===== config.mk =====
export PLATFORM = sky130hd
export DESIGN_NAME = lru_key_value_cache_top_flat
export DESIGN_NICKNAME = d
export VERILOG_FILES = /design/src/design/lrukv_pkg.sv /design/src/design/lrukv_req_if.sv /design/src/design/lrukv_rsp_if.sv /design/src/design/lru_key_value_cache_top.sv /design/src/design/lrukv_ctrl.sv /design/src/design/lrukv_datapath.sv /design/src/flat_wrapper.sv
export SDC_FILE = /design/constraint.sdc
export NUM_CORES = 1
export LEC_CHECK = 0
export ABC_AREA = 1
export BUFFER_PORTS_ARGS = -buffer_cell sky130_fd_sc_hd__buf_2
export CAP_MARGIN = 20
export CORE_ASPECT_RATIO = 2
export CORE_MARGIN = 2
export CORE_UTILIZATION = 56
export CTS_CLUSTER_DIAMETER = 150
export DETAILED_ROUTE_END_ITERATION = 7
export MAX_ROUTING_LAYER = met4
export PLACE_DENSITY_LB_ADDON = 0.05
export SYNTH_ARGS = -nofsm -noshare
export SYNTH_HDL_FRONTEND = slang
export SYNTH_SLANG_ARGS = --single-unit
export TNS_END_PERCENT = 50

===== constraint.sdc =====
create_clock -name clock -period 9.05 [get_ports clock]
set_input_delay 1.3575 -clock clock [delete_from_list [all_inputs] [get_ports clock]]
set_output_delay 1.3575 -clock clock [all_outputs]
set_load 0.02 [all_outputs]

===== src/design/lrukv_pkg.sv =====
// ----------------------------------------------------------------------------
// LRU key-value cache package
// Shared widths, command codes, reset values and controller/datapath structs.
// ----------------------------------------------------------------------------
`default_nettype none

package lrukv_pkg;

   localparam int DEFAULT_MAX_ENTRIES = 16;
   localparam int CAP_W               = 5;
   localparam int DATA_W              = 32;

   localparam logic [CAP_W-1:0]         CAP_RESET  = CAP_W'(16);
   localparam logic signed [DATA_W-1:0] MISS_VALUE = -DATA_W'(1);
   localparam logic signed [DATA_W-1:0] PUT_VALUE  = '0;

   localparam logic CMD_GET = 1'b0;
   localparam logic CMD_PUT = 1'b1;

   typedef struct packed {
      logic capture;
      logic search;
      logic find;
      logic commit;
   } lrukv_cmd_type;

   typedef struct packed {
      logic out_free;
   } lrukv_status_type;

endpackage

`default_nettype wire


===== src/design/lrukv_req_if.sv =====
// ----------------------------------------------------------------------------
// LRU cache request channel
// Valid/ready channel carrying command, key and value.
// ----------------------------------------------------------------------------
`default_nettype none

interface lrukv_req_if import lrukv_pkg::*; ();
   logic                     valid;
   logic                     ready;
   logic                     command;
   logic signed [DATA_W-1:0] key;
   logic signed [DATA_W-1:0] value;

   modport source (output valid, output command, output key, output value, input ready);
   modport sink   (input valid, input command, input key, input value, output ready);
endinterface

`default_nettype wire


===== src/design/lrukv_rsp_if.sv =====
// ----------------------------------------------------------------------------
// LRU cache response channel
// Valid/ready channel carrying hit flag and read value.
// ----------------------------------------------------------------------------
`default_nettype none

interface lrukv_rsp_if import lrukv_pkg::*; ();
   logic                     valid;
   logic                     ready;
   logic                     hit;
   logic signed [DATA_W-1:0] read_value;

   modport source (output valid, output hit, output read_value, input ready);
   modport sink   (input valid, input hit, input read_value, output ready);
endinterface

`default_nettype wire


===== src/design/lru_key_value_cache_top.sv =====
// Fully associative key-value cache with least-recently-used replacement, holding up to
// MAX_ENTRIES entries in recency order. Each request passes through four steps: accept,
// parallel key compare, first-match select, and commit (shift of the entry row plus load
// of the result register), so a new request is taken only after the previous one
// commits. The result register lets the next request start while a result waits; a commit
// stalls only while the previous result is still held. The user must write capacity
// through the csr port only while no request is in flight; the block does not enforce it.
// ----------------------------------------------------------------------------
// LRU key-value cache top level
// Joins the controller and datapath to the request, response and csr ports.
// ----------------------------------------------------------------------------
`default_nettype none

module lru_key_value_cache_top import lrukv_pkg::*; #(
   parameter int MAX_ENTRIES = DEFAULT_MAX_ENTRIES
) (
   input  wire logic             clock,
   input  wire logic             reset,
   lrukv_req_if.sink             req,
   lrukv_rsp_if.source           rsp,
   input  wire logic             csr_write_enable,
   input  wire logic [CAP_W-1:0] csr_write_data
);

   lrukv_cmd_type    cmd;
   lrukv_status_type status;

   lrukv_ctrl u_ctrl (
      .clock     (clock),
      .reset     (reset),
      .req_valid (req.valid),
      .req_ready (req.ready),
      .status    (status),
      .cmd       (cmd)
   );

   lrukv_datapath #(
      .MAX_ENTRIES (MAX_ENTRIES)
   ) u_datapath (
      .clock            (clock),
      .reset            (reset),
      .cmd              (cmd),
      .status           (status),
      .req_command      (req.command),
      .req_key          (req.key),
      .req_value        (req.value),
      .csr_write_enable (csr_write_enable),
      .csr_write_data   (csr_write_data),
      .rsp_ready        (rsp.ready),
      .rsp_valid        (rsp.valid),
      .rsp_hit          (rsp.hit),
      .rsp_read_value   (rsp.read_value)
   );

endmodule

`default_nettype wire


===== src/design/lrukv_ctrl.sv =====
// ----------------------------------------------------------------------------
// LRU cache controller
// Sequences accept, compare, priority select and commit for each transaction.
// ----------------------------------------------------------------------------
`default_nettype none

module lrukv_ctrl import lrukv_pkg::*; (
   input  wire logic             clock,
   input  wire logic             reset,
   input  wire logic             req_valid,
   output logic                  req_ready,
   input  wire lrukv_status_type status,
   output lrukv_cmd_type         cmd
);

   typedef enum logic [1:0] {
      IDLE,
      SEARCH,
      FIND,
      COMMIT
   } state_type;

   state_type state_ff;
   state_type state_in;

   always_comb begin
      state_in    = state_ff;
      cmd         = '0;
      req_ready   = 1'b0;
      case (state_ff)
         IDLE: begin
            req_ready   = 1'b1;
            cmd.capture = req_valid;
            if (req_valid) begin
               state_in = SEARCH;
            end
         end
         SEARCH: begin
            cmd.search = 1'b1;
            state_in   = FIND;
         end
         FIND: begin
            cmd.find = 1'b1;
            state_in = COMMIT;
         end
         COMMIT: begin
            if (status.out_free) begin
               cmd.commit = 1'b1;
               state_in   = IDLE;
            end
         end
         default: begin
            state_in = IDLE;
         end
      endcase
   end

   always_ff @(posedge clock) begin
      if (reset) begin
         state_ff <= IDLE;
      end else begin
         state_ff <= state_in;
      end
   end

endmodule

`default_nettype wire


===== src/design/lrukv_datapath.sv =====
// ----------------------------------------------------------------------------
// LRU cache datapath
// Recency-ordered entry row, key match, priority select, shift and result register.
// ----------------------------------------------------------------------------
`default_nettype none

module lrukv_datapath import lrukv_pkg::*; #(
   parameter int MAX_ENTRIES = DEFAULT_MAX_ENTRIES
) (
   input  wire logic                     clock,
   input  wire logic                     reset,
   input  wire lrukv_cmd_type            cmd,
   output lrukv_status_type              status,
   input  wire logic                     req_command,
   input  wire logic signed [DATA_W-1:0] req_key,
   input  wire logic signed [DATA_W-1:0] req_value,
   input  wire logic                     csr_write_enable,
   input  wire logic [CAP_W-1:0]         csr_write_data,
   input  wire logic                     rsp_ready,
   output logic                          rsp_valid,
   output logic                          rsp_hit,
   output logic signed [DATA_W-1:0]      rsp_read_value
);

   localparam int IDX_W = (MAX_ENTRIES > 1) ? $clog2(MAX_ENTRIES) : 1;
   localparam int OCC_W = $clog2(MAX_ENTRIES + 1);
   localparam int CMP_W = (OCC_W > CAP_W) ? OCC_W : CAP_W;

   logic                     command_ff;
   logic signed [DATA_W-1:0] key_ff;
   logic signed [DATA_W-1:0] value_ff;
   logic signed [DATA_W-1:0] keys_ff   [MAX_ENTRIES];
   logic signed [DATA_W-1:0] keys_in   [MAX_ENTRIES];
   logic signed [DATA_W-1:0] values_ff [MAX_ENTRIES];
   logic signed [DATA_W-1:0] values_in [MAX_ENTRIES];
   logic [OCC_W-1:0]         occ_ff;
   logic [OCC_W-1:0]         occ_in;
   logic [CAP_W-1:0]         capacity_ff;
   logic [MAX_ENTRIES-1:0]   match_ff;
   logic [MAX_ENTRIES-1:0]   match_in;
   logic                     hit_ff;
   logic                     hit_in;
   logic [IDX_W-1:0]         pos_ff;
   logic [IDX_W-1:0]         pos_in;
   logic                     rsp_valid_ff;
   logic                     rsp_hit_ff;
   logic signed [DATA_W-1:0] rsp_value_ff;
   logic signed [DATA_W-1:0] stored;
   logic signed [DATA_W-1:0] result_value;
   logic [CMP_W-1:0]         cap_ext;
   logic [CMP_W-1:0]         eff_cap;
   logic [CMP_W-1:0]         occ_ext;
   logic [CMP_W-1:0]         shift_n;
   logic                     is_put;
   logic                     update_en;

   assign is_put  = (command_ff == CMD_PUT);
   assign stored  = values_ff[pos_ff];
   assign cap_ext = CMP_W'(capacity_ff);
   assign occ_ext = CMP_W'(occ_ff);

   always_comb begin
      for (int i = 0; i < MAX_ENTRIES; i++) begin
         match_in[i] = (keys_ff[i] == key_ff) && (OCC_W'(i) < occ_ff);
      end
   end

   always_comb begin
      hit_in = 1'b0;
      pos_in = '0;
      for (int i = MAX_ENTRIES - 1; i >= 0; i--) begin
         if (match_ff[i]) begin
            hit_in = 1'b1;
            pos_in = IDX_W'(i);
         end
      end
   end

   always_comb begin
      if (cap_ext == '0) begin
         eff_cap = CMP_W'(1);
      end else if (cap_ext > CMP_W'(MAX_ENTRIES)) begin
         eff_cap = CMP_W'(MAX_ENTRIES);
      end else begin
         eff_cap = cap_ext;
      end
   end

   always_comb begin
      if (hit_ff) begin
         shift_n = CMP_W'(pos_ff);
      end else if (occ_ext >= eff_cap) begin
         shift_n = eff_cap - CMP_W'(1);
      end else begin
         shift_n = occ_ext;
      end
   end

   assign update_en = cmd.commit && (hit_ff || is_put);

   always_comb begin
      occ_in = occ_ff;
      for (int i = 0; i < MAX_ENTRIES; i++) begin
         keys_in[i]   = keys_ff[i];
         values_in[i] = values_ff[i];
      end
      if (update_en) begin
         for (int i = 1; i < MAX_ENTRIES; i++) begin
            if (CMP_W'(i) <= shift_n) begin
               keys_in[i]   = keys_ff[i-1];
               values_in[i] = values_ff[i-1];
            end
         end
         keys_in[0]   = key_ff;
         values_in[0] = is_put ? value_ff : stored;
         if (!hit_ff) begin
            occ_in = OCC_W'(shift_n + CMP_W'(1));
         end
      end
   end

   always_comb begin
      if (is_put) begin
         result_value = PUT_VALUE;
      end else if (hit_ff) begin
         result_value = stored;
      end else begin
         result_value = MISS_VALUE;
      end
   end

   assign status.out_free = !rsp_valid_ff || rsp_ready;
   assign rsp_valid       = rsp_valid_ff;
   assign rsp_hit         = rsp_hit_ff;
   assign rsp_read_value  = rsp_value_ff;

   always_ff @(posedge clock) begin
      if (reset) begin
         occ_ff       <= '0;
         capacity_ff  <= CAP_RESET;
         rsp_valid_ff <= 1'b0;
      end else begin
         occ_ff <= occ_in;
         if (csr_write_enable) begin
            capacity_ff <= csr_write_data;
         end
         if (cmd.commit) begin
            rsp_valid_ff <= 1'b1;
         end else if (rsp_ready) begin
            rsp_valid_ff <= 1'b0;
         end
      end
   end

   always_ff @(posedge clock) begin
      for (int i = 0; i < MAX_ENTRIES; i++) begin
         keys_ff[i]   <= keys_in[i];
         values_ff[i] <= values_in[i];
      end
      if (cmd.capture) begin
         command_ff <= req_command;
         key_ff     <= req_key;
         value_ff   <= req_value;
      end
      if (cmd.search) begin
         match_ff <= match_in;
      end
      if (cmd.find) begin
         hit_ff <= hit_in;
         pos_ff <= pos_in;
      end
      if (cmd.commit) begin
         rsp_hit_ff   <= hit_ff;
         rsp_value_ff <= result_value;
      end
   end

endmodule

`default_nettype wire


===== src/flat_wrapper.sv =====
// flat-port wrapper written by rule: the top's interface ports become plain ports
module lru_key_value_cache_top_flat import lrukv_pkg::*;
#(
   parameter int MAX_ENTRIES = DEFAULT_MAX_ENTRIES
)
  (clock, reset, csr_write_enable, csr_write_data, req_valid, req_command, req_key, req_value, req_ready, rsp_valid, rsp_hit, rsp_read_value, rsp_ready);
  lrukv_req_if req_i ();
  lrukv_rsp_if rsp_i ();
  input  wire logic clock;
  input  wire logic reset;
  input  wire logic csr_write_enable;
  input  wire logic [CAP_W-1:0] csr_write_data;
  input wire logic [$bits(req_i.valid)-1:0] req_valid;
  input wire logic [$bits(req_i.command)-1:0] req_command;
  input wire logic [$bits(req_i.key)-1:0] req_key;
  input wire logic [$bits(req_i.value)-1:0] req_value;
  output wire logic [$bits(req_i.ready)-1:0] req_ready;
  output wire logic [$bits(rsp_i.valid)-1:0] rsp_valid;
  output wire logic [$bits(rsp_i.hit)-1:0] rsp_hit;
  output wire logic [$bits(rsp_i.read_value)-1:0] rsp_read_value;
  input wire logic [$bits(rsp_i.ready)-1:0] rsp_ready;
  assign req_i.valid = req_valid;
  assign req_i.command = req_command;
  assign req_i.key = req_key;
  assign req_i.value = req_value;
  assign req_ready = req_i.ready;
  assign rsp_valid = rsp_i.valid;
  assign rsp_hit = rsp_i.hit;
  assign rsp_read_value = rsp_i.read_value;
  assign rsp_i.ready = rsp_ready;
  lru_key_value_cache_top #(.MAX_ENTRIES(MAX_ENTRIES)) u_core (.clock(clock), .reset(reset), .req(req_i), .rsp(rsp_i), .csr_write_enable(csr_write_enable), .csr_write_data(csr_write_data));
endmodule

==> metrics.md, run 1 <==
| Metric | Value |
|---|---|
| Setup TNS | `0 ps` |
| CTS buffer count | `98` |
| Synth top area share | `0.725` |
| # fillers | `6353` |
| Synth Register Bits | `1156` |
| Reg-to-Reg End | `u_core.u_datapath.keys_ff[1][83]` |
| Post-Syn Nets | `3591` |
| Synth area leaders | `edfxtp_1 72%, o21ai_0 3.6%, nand2_1 3.5%, xnor2_1 2.7%, nor2_1 2.6%` |
| Initial drt markers | `3209` |
| Sw Ratio | `0.311` |
| Final Routed Wirelength | `156 mm` |
| Relative slew slack | `0.221` |
| Most frequent cell after synthesis | `edfxtp_1` |
| Share of layout cells above drive strength 1 | `0.127` |
| Post-CTS setup buffers | `0` |
| Yosys warns | `0` |
| Commonest cells post-synth | `1143 x edfxtp_1, 447 x nand2_1, 341 x o21ai_0` |
| Asr flop ratio synth | `0` |
| Crit. End Element | `flop` |
| Initial Util | `0.566` |
| Unrepaired setup endpoints after global routing | `no` |
| FF-to-FF path depth | `17` |
| CTS sink cnt | `1156` |
| Critical path startpoint category | `flop` |
| Die H | `415 µm` |
| Worst r2r src | `u_core.u_datapath.cap_ext[2]` |
| Syn avg cell area | `13.5 µm²` |
| Clk Tree Root Cell | `clkbuf_16` |
| Pint | `9.97 mW` |
| First-pass GRT wire length | `217 mm` |
| Core area | `83700 µm²` |
| WS Path Type | `reg2reg` |
| Final design utilization | `0.627` |
| CP max FO | `43` |
| DR vias/cell | `6.44` |
| Worst Path Required | `9380 ps` |
| CP startpoint | `u_core.u_datapath.cap_ext[2]` |
| DR pass1 iterations | `6` |
| Clock Latency Late Sink | `700 ps` |
| Reg power frac | `0.487` |
| Final hold violation count | `0` |
| Die area | `87000 µm²` |
| I/O pin total | `110` |
| Hold Buf Count CTS | `0` |
| Max VDD drop | `0.000230 V` |
| Number of synthesized flops with an enable pin | `1143` |
| Antenna-violating nets left | `0` |
| Status | `finished clean` |
| H-tree depth | `3` |
| Worst clock skew | `16.8 ps` |
| Worst-Margin Slew | `1170 ps` |
| Via count | `30.6k` |
| Clock Pin Slew Worst Setup and Hold Paths | `70 ps` |
| Final nets | `3693` |
| Max Slew Vio Count | `0` |
| Pwr/cell area | `276 nW/µm²` |
| Drt wl/cell | `32.9 µm` |
| Seq/Total Area, Yosys | `0.730` |
| Post-synth top area cell | `edfxtp_1` |
| Minimum clock period | `4200 ps` |
| Total track usage | `0.371` |
| Post-cts sizing count | `0` |
| Pin count of the biggest net entering global routing | `195` |
| Gr ovfl total | `0` |
| Main synth FF type | `edfxtp_1` |
| Die width | `210 µm` |
| Switching pwr | `4.49 mW` |
| Hold WC Path Type | `reg2reg` |
| Synth cell types | `54` |
| Fmax | `238 MHz` |
| CTS tree | `built` |
| Clock tree buffer depth | `3` |
| Logic pwr share | `0.199` |
| Drt drc | `0` |
| Final period util | `0.464` |
| Leak Pwr | `17.7 nW` |
| Maxcap violations | `0` |
| R2R Setup Slk | `4850 ps` |
| Final setup vio count | `0` |
| Hpwl dp | `109 mm` |
| Power share of the clock group | `0.314` |
| Gpl congestion | `1.01` |
| WP data arrival | `4530 ps` |
| Cells after Synth | `3506` |
| Rows | `150` |
| Post-Syn Area | `47400 µm²` |
| P&R area growth vs syn | `10.8%` |
| Initial antenna violation count | `3` |
| Number of buffers added on ports | `109` |
| Worst setup path endpoint | `u_core.u_datapath.keys_ff[1][83]` |
| Vias in the first global route | `31.0k` |
kinds of logic (layout without fill, tap and decap cells):
family,count (synthesis),after routing,share of synthesized area
other,0,3,0
buffers and inverters,325,508,0.0297
DFF,1156,1156,0.730
AOI/OAI and AO/OA,731,731,0.0972
and+or+nand+nor,1047,1047,0.0963
adders and majority gates,10,10,0.00264
xor gates and xnor gates,237,237,0.0438
worst max-delay path, cell delays in order, from the launching register on:
cell and delay, ps:
dfxtp_1 340, nor2_2 150, nand2_1 90, nand2_1 90, nand2_1 100, ha_1 310
nand2_2 90, inv_1 70, nand2_4 90, nand3_4 130, nand2_1 100, nand3_1 80
nand2_2 150, inv_1 150, nor2_1 180, nor2_1 130, a21oi_4 820, buf_4 700
power by group through the flow:
stage	clock (mW)	combinational, mW	sequential [mW]
final	4.54	2.88	7.04
after global routing	4.77	3.06	7.06
after CTS	4.59	2.85	7.02
after detailed placement	0	2.84	7.13
after global placement	0	2.79	7.11
after floorplan	0	1.75	7.00
how the worst min path moves through the flow:
stage / start / endpoint / slack, ps / cells after the start
2_1_floorplan: u_core.u_datapath.key_ff[10] / u_core.u_datapath.keys_ff[0][10] / 420 / 0
3_3_place_gp: u_core.u_datapath.values_ff[10][29] / u_core.u_datapath.values_ff[11][29] / 430 / 0
3_5_place_dp: u_core.u_datapath.values_ff[13][12] / u_core.u_datapath.values_ff[14][12] / 430 / 0
4_1_cts: u_core.u_datapath.values_ff[1][8] / u_core.u_datapath.values_ff[2][8] / 440 / 0
5_1_grt: u_core.u_datapath.values_ff[1][8] / u_core.u_datapath.values_ff[2][8] / 450 / 0
6_report: u_core.u_datapath.values_ff[13][12] / u_core.u_datapath.values_ff[14][12] / 440 / 0
cell usage in the layout (no fill, tap or decap), drive strengths merged, types with 3 or more instances in the layout:
master / instances
clkbuf: 113
diode: 3
xor2: 89
nand3: 67
a221oi: 50
a2111oi: 7
o2111ai: 7
a22o: 25
ha: 10
edfxtp: 1143
a21oi: 57
clkinv: 40
o21ai: 344
xnor2: 148
clkinvlp: 11
nand4: 35
inv: 140
nor3: 10
o221ai: 61
nor4: 41
nand2: 458
nor4b: 3
o211ai: 71
a211oi: 14
nor2: 340
bufinv: 18
or2: 86
buf: 186
dfxtp: 13
o22ai: 86
flip-flops by register name (all words and copies together) (netlist names), 2 cells and up:
signal,flops
u_core.u_datapath.values_ff,512
u_core.u_datapath.cap_ext,5
u_core.u_datapath.rsp_read_value,32
u_core.u_datapath.match_ff,16
u_core.u_datapath.pos_ff,4
u_core.u_datapath.keys_ff,512
u_core.u_ctrl.state_ff,2
u_core.u_datapath.value_ff,32
u_core.u_datapath.occ_ext,5
u_core.u_datapath.key_ff,32
final cells by class:
class / instances / area (µm²) / area share
flip-flops and latches: 1156 / 34600 / 0.659
diodes: 3 / 7.51 / 0.000143
clock buffers: 113 / 2570 / 0.0490
well taps: 1064 / 1330 / 0.0254
repair buffers: 186 / 1130 / 0.0216
clock inverters: 68 / 827 / 0.0158
inverters: 141 / 542 / 0.0103
multi-input cells: 2025 / 11500 / 0.219
metal layers:
metal  GRT usage  share of wire
met1       0.342           0.30
met2       0.644           0.52
met3      0.0539          0.056
met4       0.355           0.12
met5           -              0
through the flow:
step | power [mW] | worst slack [ps] | instances | instance area [µm²] | hold WS [ps]
4_1_cts | 14.5 | 4540 | 4751 | 52400 | 441
2_1_floorplan | 8.76 | 399 | 3506 | 47400 | 421
3_5_place_dp | 9.97 | 3810 | 4570 | 49000 | 427
6_report | 14.5 | 4850 | 4756 | 52500 | 442
3_3_place_gp | 9.89 | 3860 | 4569 | 49000 | 426
5_1_grt | 14.9 | 4550 | 4755 | 52500 | 448
(Power assumes the default switching activity.)
==> run 2, diff against run 1 <==
--- a/config.mk
+++ b/config.mk
@@ -5,7 +5,7 @@
 export SDC_FILE = /design/constraint.sdc
 export NUM_CORES = 1
 export LEC_CHECK = 0
-export ABC_AREA = 1
+export ABC_AREA = 0
 export BUFFER_PORTS_ARGS = -buffer_cell sky130_fd_sc_hd__buf_2
 export CAP_MARGIN = 20
 export CORE_ASPECT_RATIO = 2
==> constraint.sdc (replaced) <==
create_clock -name clock -period 3.7 [get_ports clock]
set_input_delay 0.555 -clock clock [delete_from_list [all_inputs] [get_ports clock]]
set_output_delay 0.555 -clock clock [all_outputs]
set_load 0.02 [all_outputs]
==> metrics.md, run 2 <==
| Metric | Value |
|---|---|
| Initial Util | `0.564` |
| R2R Setup Slk | `270 ps` |
| Gr ovfl total | `0` |
| Main synth FF type | `edfxtp_1` |
| Crit. End Element | `flop` |
| Synth area leaders | `edfxtp_1 74%, mux4_2 6.2%, xnor2_1 4.9%, xor2_1 4.8%, nor4_1 1.0%` |
| Worst clock skew | `20.2 ps` |
| Drt drc | `0` |
| First-pass GRT wire length | `185 mm` |
| CTS buffer count | `99` |
| H-tree depth | `3` |
| Die H | `411 µm` |
| Yosys warns | `0` |
| Cells after Synth | `2552` |
| Commonest cells post-synth | `1143 x edfxtp_1, 260 x xnor2_1, 255 x xor2_1` |
| Final setup vio count | `0` |
| I/O pin total | `110` |
| Clock tree buffer depth | `3` |
| Post-Syn Nets | `2637` |
| Clk Tree Root Cell | `clkbuf_16` |
| Final nets | `2884` |
| Initial drt markers | `2157` |
| P&R area growth vs syn | `13.9%` |
| Final Routed Wirelength | `131 mm` |
| Seq/Total Area, Yosys | `0.744` |
| Fin area | `52900 µm²` |
| Post-DP Area | `49300 µm²` |
| Synth Register Bits | `1156` |
| Reg-to-Reg End | `u_core.u_datapath.values_ff[4][5]` |
| Post-CTS setup buffers | `0` |
| Max Slew Vio Count | `0` |
| FF-to-FF path depth | `12` |
| Core area | `82400 µm²` |
| Total track usage | `0.322` |
| Leak Pwr | `17.0 nW` |
| Dpl cells | `3717` |
| DR vias/cell | `6.16` |
| Gpl congestion | `0.971` |
| CP cell instances | `nor3_2 > o21a_2 > ha_4 > nor2b_1 > o21ai_1 > a31o_1 > buf_4 > nor3_1 > a221oi_4 > nor3_4 > nor2_4 > buf_4` |
| Commonest non-fill, non-tap cell in the layout | `edfxtp_1` |
| Number of synthesized flops with an enable pin | `1143` |
| Synth cell types | `55` |
| Worst-Margin Slew | `1330 ps` |
| CTS sink cnt | `1156` |
| CP max FO | `32` |
| Post-synthesis simple-gate area fraction | `0.0403` |
| Via count | `24.3k` |
| CTS tree | `built` |
| Antenna-violating nets left | `0` |
| Max VDD drop | `0.000528 V` |
| Hpwl dp | `95.3 mm` |
| Synth Area in Adders | `0.00269` |
| Worst r2r src | `u_core.u_datapath.cap_ext[2]` |
| Worst setup path endpoint | `u_core.u_datapath.values_ff[4][5]` |
| WP data arrival | `3770 ps` |
| Drt wl/cell | `33.3 µm` |
| Main combinational cell family by area after synthesis | `XOR/XNOR gates` |
| Vias in the first global route | `26.0k` |
| Compound-Gate Fraction of Synth Area | `0.0219` |
| Relative slew slack | `0.106` |
| Clock Latency Late Sink | `710 ps` |
| Non-Filler Instances | `3944` |
| Post-synth top area cell | `edfxtp_1` |
| Regs by FF count | `u_core.u_datapath.keys_ff: 512 flops, u_core.u_datapath.values_ff: 512 flops` |
| Min Hold Slack | `32.1 ps` |
| Most used cell, CP | `buf_4` |
| Syn avg cell area | `18.2 µm²` |
| Post-synthesis mux area share | `0.0784` |
| Initial antenna violation count | `5` |
| Final period util | `0.928` |
| Number of buffers added on ports | `109` |
| Clock Pin Slew Worst Setup and Hold Paths | `70 ps` |
| WS Path Type | `reg2reg` |
| DR pass1 iterations | `7` |
| Critical path startpoint category | `flop` |
| Pin count of the biggest net entering global routing | `74` |
| Worst Path Required | `4030 ps` |
| Die area | `85500 µm²` |
| Setup TNS | `0 ps` |
| Synth top area share | `0.738` |
| Die width | `208 µm` |
| Most frequent cells in the layout | `1143 x edfxtp_1, 260 x xnor2_1, 255 x xor2_1, 128 x mux4_2, 110 x buf_2` |
| Unrepaired setup endpoints after global routing | `no` |
| Maxcap violations | `0` |
| Fmax | `291 MHz` |
| Max incr delay on CP | `470 ps` |
| Post-synthesis xor/xnor area fraction | `0.0970` |
| CP startpoint | `u_core.u_datapath.cap_ext[2]` |
| Hold WC Path Type | `in2reg` |
| Highest-delay cell along the critical path | `a221oi_4` |
| Hold Path Origin | `req_key[12]` |
| Post-Syn Area | `46500 µm²` |
| Most frequent cell after synthesis | `edfxtp_1` |
| Rows | `149` |
| Share of layout cells above drive strength 1 | `0.205` |
| Asr flop ratio synth | `0` |
| Minimum clock period | `3430 ps` |
| # fillers | `5892` |
| Final hold violation count | `0` |
| Pwr/cell area | `645 nW/µm²` |
| Status | `finished clean` |
run 2: per-layer routing:
| metal | GRT usage | vias to the layer above | part of all wire |
|---|---|---|---|
| li1 | - | 10320 | - |
| met2 | 0.571 | 990 | 0.54 |
| met5 | - | - | 0 |
| met1 | 0.297 | 12599 | 0.30 |
| met3 | 0.0518 | 374 | 0.047 |
| met4 | 0.286 | 0 | 0.11 |
run 2: cell type report:
cell class | instances | area, µm² | share of cell area
Tap cell | 1057 | 1320 | 0.0250
Inverter | 17 | 71.3 | 0.00135
Multi-Input combinational cell | 1243 | 11400 | 0.216
Antenna cell | 4 | 10.0 | 0.000189
Clock buffer | 119 | 2590 | 0.0490
Clock inverter | 66 | 658 | 0.0124
Sequential cell | 1156 | 34600 | 0.653
Timing Repair Buffer | 282 | 2280 | 0.0432
run 2: how the worst min path moves through the flow:
stage               cells after the start  slack (ps)                                 end
global placement                        0         420  u_core.u_datapath.values_ff[7][26]
floorplan                               0         420    u_core.u_datapath.keys_ff[0][19]
global route                            1           3      u_core.u_datapath.value_ff[22]
finish                                  1          30        u_core.u_datapath.key_ff[12]
detailed placement                      0         430  u_core.u_datapath.values_ff[7][20]
CTS                                     1         0.2      u_core.u_datapath.value_ff[11]
run 2: critical path: cells and delay by family (launching register included):
family | cells | cell delay (ps)
simple gates | 5 | 490
buf+inv | 2 | 700
fa+ha+maj | 1 | 280
compound gates | 4 | 1170
flops | 1 | 390
run 2: where the power goes:
| part | switching, mW | total (mW) | internal [mW] |
|---|---|---|---|
| logic | 4.22 | 6.75 | 2.53 |
| clock network | 4.79 | 10.6 | 5.86 |
| registers | 0.898 | 16.7 | 15.8 |
| total | 9.90 | 34.1 | 24.2 |
run 2: what timing repair did:
item                                   4_1_cts  5_1_grt
setup endpoints to repair                    0       96
gates resized for setup                      0        4
endpoints found under the hold margin       36        0
hold buffers                                36        0
run 2: stage by stage:
stage / total power, mW / util / setup slack (ps)
2_1_floorplan: 20.8 / - / -313
3_3_place_gp: 23.6 / 0.598 / 237
3_5_place_dp: 23.7 / 0.598 / 159
4_1_cts: 34.3 / 0.642 / 144
5_1_grt: 35.2 / 0.643 / 1.86
6_report: 34.1 / 0.643 / 268
run 2: cells by family (layout without fill, tap and decap cells):
group | Yosys count | in the layout
AO/OA/AOI/OAI | 168 | 168
flip-flops | 1156 | 1156
buffers and inverters | 153 | 484
adder cells (fa/ha/maj) | 10 | 10
XOR/XNOR | 515 | 515
multiplexers | 200 | 200
other | 0 | 4
AND/OR/NAND/NOR | 350 | 350
